<file path="config.mk">
export PLATFORM = sky130hd
export DESIGN_NAME = gblur_kernel
export DESIGN_NICKNAME = d
export VERILOG_FILES = /design/src/rtl/gblur_pkg.sv /design/src/rtl/gblur_kernel.sv
export SDC_FILE = /design/constraint.sdc
export NUM_CORES = 1
export LEC_CHECK = 0
export BUFFER_PORTS_ARGS = -buffer_cell sky130_fd_sc_hd__buf_2
export CAP_MARGIN = 40
export CORE_ASPECT_RATIO = 1.4
export CORE_UTILIZATION = 35
export DETAILED_ROUTE_END_ITERATION = 10
export PLACE_DENSITY = 0.59
export SLEW_MARGIN = 0
export SYNTH_ARGS = -nofsm -noshare
export SYNTH_HDL_FRONTEND = slang
export SYNTH_SLANG_ARGS = --single-unit
</file>
<file path="constraint.sdc">
create_clock -name vclk -period 7.5
set_input_delay 0 -clock vclk [all_inputs]
set_output_delay 0 -clock vclk [all_outputs]
set_load 0.01 [all_outputs]
</file>
<file path="src/rtl/gblur_pkg.sv">
// gblur_pkg: shared types and constants for the 3x3 binomial blur stream unit.
// No dependencies; used by the top level, gblur_kernel and tb_top.
`timescale 1ns / 1ps
`default_nettype none
package gblur_pkg;

   // register word indexes on the configuration port
   localparam logic REG_FRAME_WIDTH  = 1'b0;
   localparam logic REG_FRAME_HEIGHT = 1'b1;

   localparam logic [10:0] FRAME_WIDTH_RESET  = 11'd1;
   localparam logic [15:0] FRAME_HEIGHT_RESET = 16'd1;

   // port widths fixed by the interface
   localparam int PORT_BITS  = 16;
   localparam int PORT_LANES = 4;

   // rounding of the weighted sum (weights total 16)
   localparam int ROUND_BIAS = 8;
   localparam int NORM_SHIFT = 4;

   // flags that travel with a word through the pipe
   typedef struct packed {
      logic emit;
      logic row_end;
      logic frame_end;
   } tag_type;

endpackage
`default_nettype wire

</file>
<file path="src/rtl/gblur_kernel.sv">
// gblur_kernel: 3x3 binomial weighted sum of one lane, rounded and divided by 16.
// Depends on gblur_pkg.
`timescale 1ns / 1ps
`default_nettype none
module gblur_kernel #(
   parameter int SAMPLE_BITS = 16
) (
   input  wire logic [SAMPLE_BITS-1:0] corner0,
   input  wire logic [SAMPLE_BITS-1:0] corner1,
   input  wire logic [SAMPLE_BITS-1:0] corner2,
   input  wire logic [SAMPLE_BITS-1:0] corner3,
   input  wire logic [SAMPLE_BITS-1:0] edge0,
   input  wire logic [SAMPLE_BITS-1:0] edge1,
   input  wire logic [SAMPLE_BITS-1:0] edge2,
   input  wire logic [SAMPLE_BITS-1:0] edge3,
   input  wire logic [SAMPLE_BITS-1:0] centre,
   output logic      [SAMPLE_BITS-1:0] blurred
);

   localparam int SUM_BITS = SAMPLE_BITS + 5;

   logic [SAMPLE_BITS+1:0] corner_sum;
   logic [SAMPLE_BITS+1:0] edge_sum;
   logic [SUM_BITS-1:0]    total;

   always_comb begin
      corner_sum = (SAMPLE_BITS+2)'(corner0) + (SAMPLE_BITS+2)'(corner1)
                 + (SAMPLE_BITS+2)'(corner2) + (SAMPLE_BITS+2)'(corner3);
      edge_sum   = (SAMPLE_BITS+2)'(edge0) + (SAMPLE_BITS+2)'(edge1)
                 + (SAMPLE_BITS+2)'(edge2) + (SAMPLE_BITS+2)'(edge3);
      total      = SUM_BITS'(corner_sum) + (SUM_BITS'(edge_sum) << 1)
                 + (SUM_BITS'(centre) << 2) + SUM_BITS'(gblur_pkg::ROUND_BIAS);
      blurred    = SAMPLE_BITS'(total >> gblur_pkg::NORM_SHIFT);
   end

endmodule
`default_nettype wire

</file>
=== Yosys cells after proc, flatten, opt, wreduce, memory -nomap -nowiden ===
Index checks and enable logic that the tools add are counted.

* Add/sub/neg operators: 9

{| class="wikitable"
|+ Operators with widths
! kind !! count
|-
| adder 17 x 16 -> 18 bit || 2
|-
| adder 18 x 16 -> 18 bit || 2
|-
| adder 16 x 16 -> 17 bit || 2
|-
| adder 18 x 19 -> 20 bit || 1
|-
| adder 20 x 18 -> 20 bit || 1
|-
| adder 20 x 4 -> 20 bit (second input constant) || 1
|}

* Bits in registers: 0
* Logic and storage cells: 9

=== Depth between registers and ports, before layout ===
* Word-level depth: 6
* Mapped depth: 26

=== Worst setup path before layout ===
Ideal clock, no wire load.

* Path kind: input to output
* Start: input port edge0[1]
* End: output port blurred[13]
* Data arrival time: 5896 ps
* Data required time: 7500 ps
* Setup slack: 1604 ps
* Cell stages on the path: 26
* Path buffers: 1
* Cell sequence: inv_1 > fa_1 > fa_1 > inv_1 > ha_1 > inv_1 > fa_1 > nor2b_4 > o31a_4 > nor3_1 > o31ai_1 > a31oi_1 > xor2_1 > fa_1 > fa_1 > inv_1 > fa_1 > ha_1 > ha_1 > clkbuf_2 > o21ai_0 > nand2b_1 > and3_1 > nor3_1 > a221o_1 > a311oi_1

* Cells in the longest elaborated chain, start to end: 6

{| class="wikitable"
|+ RTL lines
! item !! RTL line !! text
|-
| from (decl) || gblur_kernel.sv:12 || <nowiki>input wire logic [SAMPLE_BITS-1:0] edge0,</nowiki>
|-
| adder 16 x 16 -> 17 bit || gblur_kernel.sv:29 || <nowiki>edge_sum = (SAMPLE_BITS+2)'(edge0) + (SAMPLE_BITS+2)'(edge1)</nowiki>
|-
| adder 17 x 16 -> 18 bit || gblur_kernel.sv:30 || <nowiki>+ (SAMPLE_BITS+2)'(edge2) + (SAMPLE_BITS+2)'(edge3);</nowiki>
|-
| adder 18 x 16 -> 18 bit || gblur_kernel.sv:30 ||
|-
| adder 18 x 19 -> 20 bit || gblur_kernel.sv:31 || <nowiki>total = SUM_BITS'(corner_sum) + (SUM_BITS'(edge_sum) << 1)</nowiki>
|-
| adder 20 x 18 -> 20 bit || gblur_kernel.sv:32 || <nowiki>+ (SUM_BITS'(centre) << 2) + SUM_BITS'(gblur_pkg::ROUND_BIAS);</nowiki>
|-
| adder 20 x 4 -> 20 bit || gblur_kernel.sv:32 ||
|-
| to (decl) || gblur_kernel.sv:17 || <nowiki>output logic [SAMPLE_BITS-1:0] blurred</nowiki>
|}

Every way passes these cells.

=== Worst setup path in the final report ===
Ends and elaborated chain as after synthesis.

==> reports/qor.yml <==
status:
  status: "completed"
sta:
  final_hold_viol_count: 0
  worst_slack_ns: 0.9342
  report.final.slew_viol_count: 0
  setup_viol: 0
  tightest_slew_ns: 0.5307
  rsz0062_at_grt: "no"
  max-slew-margin-rel_pct: 64.25
  max_freq_ghz: 0.1523
  finalCritPeriodShare_pct: 87.54
  holdWs_ns: 0.5368
  period_needed_ns: 6.566
  tns_ns: 0
logic_synthesis:
  synth_cells: 498
  yosysTopAreaCell: "fa_1"
  netlist.area_leader.share_pct: 43.37
  synth_area_leaders: "fa_1 43%, ha_1 16%, inv_1 15%, a21oi_1 2.9%, xnor2_1 2.4%"
  synth.avg_cell_area_um2: 8.713
  seq_area_frac_synth_pct: 0
  ys_warn_count: 0
  syn_area_mm2: 0.004339
  synth_commonest_cells: "178 x inv_1, 94 x fa_1, 54 x ha_1, 25 x a21oi_1, 15 x o21ai_0"
  yosysMostFrequentCell: "inv_1"
  syn-num-nets: 790
  ys_types: 42
placement:
  io_buffers: 160
  place.gp.congestion: 0.8286
  place_ws_ns: 0.9194
  hpwl_um: 9084
setup_path:
  crit_start: "edge0[1]"
  crit_fanout: 7
  start_kind: "input pin"
  worst_setup_path_end_kind: "output port"
  critPathRequiredTime_ns: 7.50
  endpoint: "blurred[13]"
  critical_path_class: "in -> out"
  arrival_ns: 6.57
final_layout:
  areaGrowthSynthToFinish_pct: 22.40
  antenna_cells: 0
  layout.nets: 949
  seq_cells: 0
  drive_gt1_share_pct: 25.80
  ff_latch_area_um2: 0
  nClkBuffers: 0
floorplan:
  fp.coreArea_mm2: 0.01194
  die_x_um: 96.11
  top_level_ports: 160
  initial_core_util_pct: 36.35
  rows: 47
  die_y_um: 133.7
  design.die.area_mm2: 0.01285
worst_hold_path:
  holdCritPathClass: "in -> out"
  min_from: "corner3[0]"
global_route:
  grt_first_pass_wirelength_um: 15310
  grtUsageTotal_pct: 14.67
  antenna_found_initial: 1
  grt_pass1_vias: 3807
  grt_overflow: 0
  grt_max_degree: 9
route:
  wire_per_inst_um: 11.73
  drtPass1Iterations: 4
  ant_nets: 0
  first_iter_violations: 89
  remaining_drc_errors: 0
  wl_um: 9411
  vias: 3658
  detail_route.vias_per_cell: 4.561
flow_run:
  maxCapViolCount: 0
cts:
  post_cts_buffers: 0
  cts_resized: 0
  cts_hold_buf: 0
layout make-up:
cell class / instances / area (um^2)
fillers: 1254 / 6626
repair buffers: 160 / 800.8
multi-input cells: 317 / 3659
inverters: 178 / 668.1
well taps: 147 / 183.9
worst min-delay path by stage:
stage | to | depth (start not counted) | slack, ns
after CTS | blurred[2] | 5 | 0.56
after detailed placement | blurred[2] | 5 | 0.56
after floorplan | blurred[2] | 3 | 0.31
after global routing | blurred[2] | 5 | 0.57
final | blurred[2] | 5 | 0.54
after global placement | blurred[2] | 5 | 0.55
logic make-up after synthesis:
kind of cell               Yosys count  share of synthesized area [%]
buffers and inverters              181                          15.69
adders and majority gates          148                          58.94
AOI/OAI and AO/OA                   81                          12.25
and+or+nand+nor                     63                          8.045
xor gates and xnor gates            24                          4.844
muxes                                1                         0.2307
layout by cell type, fill, tap and decap left out, types with 4 or more instances in the layout:
| master | instances |
|---|---|
| ha_1 | 54 |
| a31oi_1 | 6 |
| fa_1 | 94 |
| nand2b_1 | 9 |
| a21oi_1 | 25 |
| a21o_1 | 11 |
| nor3_1 | 6 |
| inv_1 | 178 |
| xnor2_1 | 12 |
| o21ai_0 | 15 |
| xor2_1 | 12 |
| nor2_1 | 10 |
| nand3_1 | 7 |
| nand2_1 | 14 |
| buf_2 | 160 |
| o211ai_1 | 4 |
per-stage QoR:
stage	utilization (%)	std cells	instance area, um^2
global route	44.49	802	5311
finish	44.49	802	5311
floorplan	-	498	4339
detailed placement	44.49	802	5311
CTS	44.49	802	5311
global placement	44.49	802	5311
per-layer routing:
layer / vias to the layer above / global-route usage (%) / part of all wire [%]
li1: 1823 / - / -
met1: 1699 / 16.23 / 36
met5: - / 0 / 0.14
met2: 124 / 29.35 / 54
met3: 10 / 1.199 / 6.8
met4: 2 / 2.653 / 2.1
critical path, cell delays in order:
cell and delay [ns]:
buf_2 0.07, inv_1 0.05, fa_1 0.58, fa_1 0.42, inv_1 0.07, ha_1 0.16
inv_1 0.06, fa_1 0.44, nor2b_4 0.14, o31a_4 0.16, nor3_1 0.06, o31ai_1 0.47
a31oi_1 0.18, xor2_1 0.29, fa_1 0.48, fa_1 0.48, inv_1 0.05, fa_1 0.47
ha_1 0.31, ha_1 0.41, o21ai_0 0.12, nand2b_1 0.13, and3_1 0.21, nor3_1 0.06
a221o_1 0.27, a311oi_1 0.24, buf_2 0.17
Power is left out: the tool's default activity adds up to more than one toggle a clock period on the data nets, which glitch-free logic cannot reach.
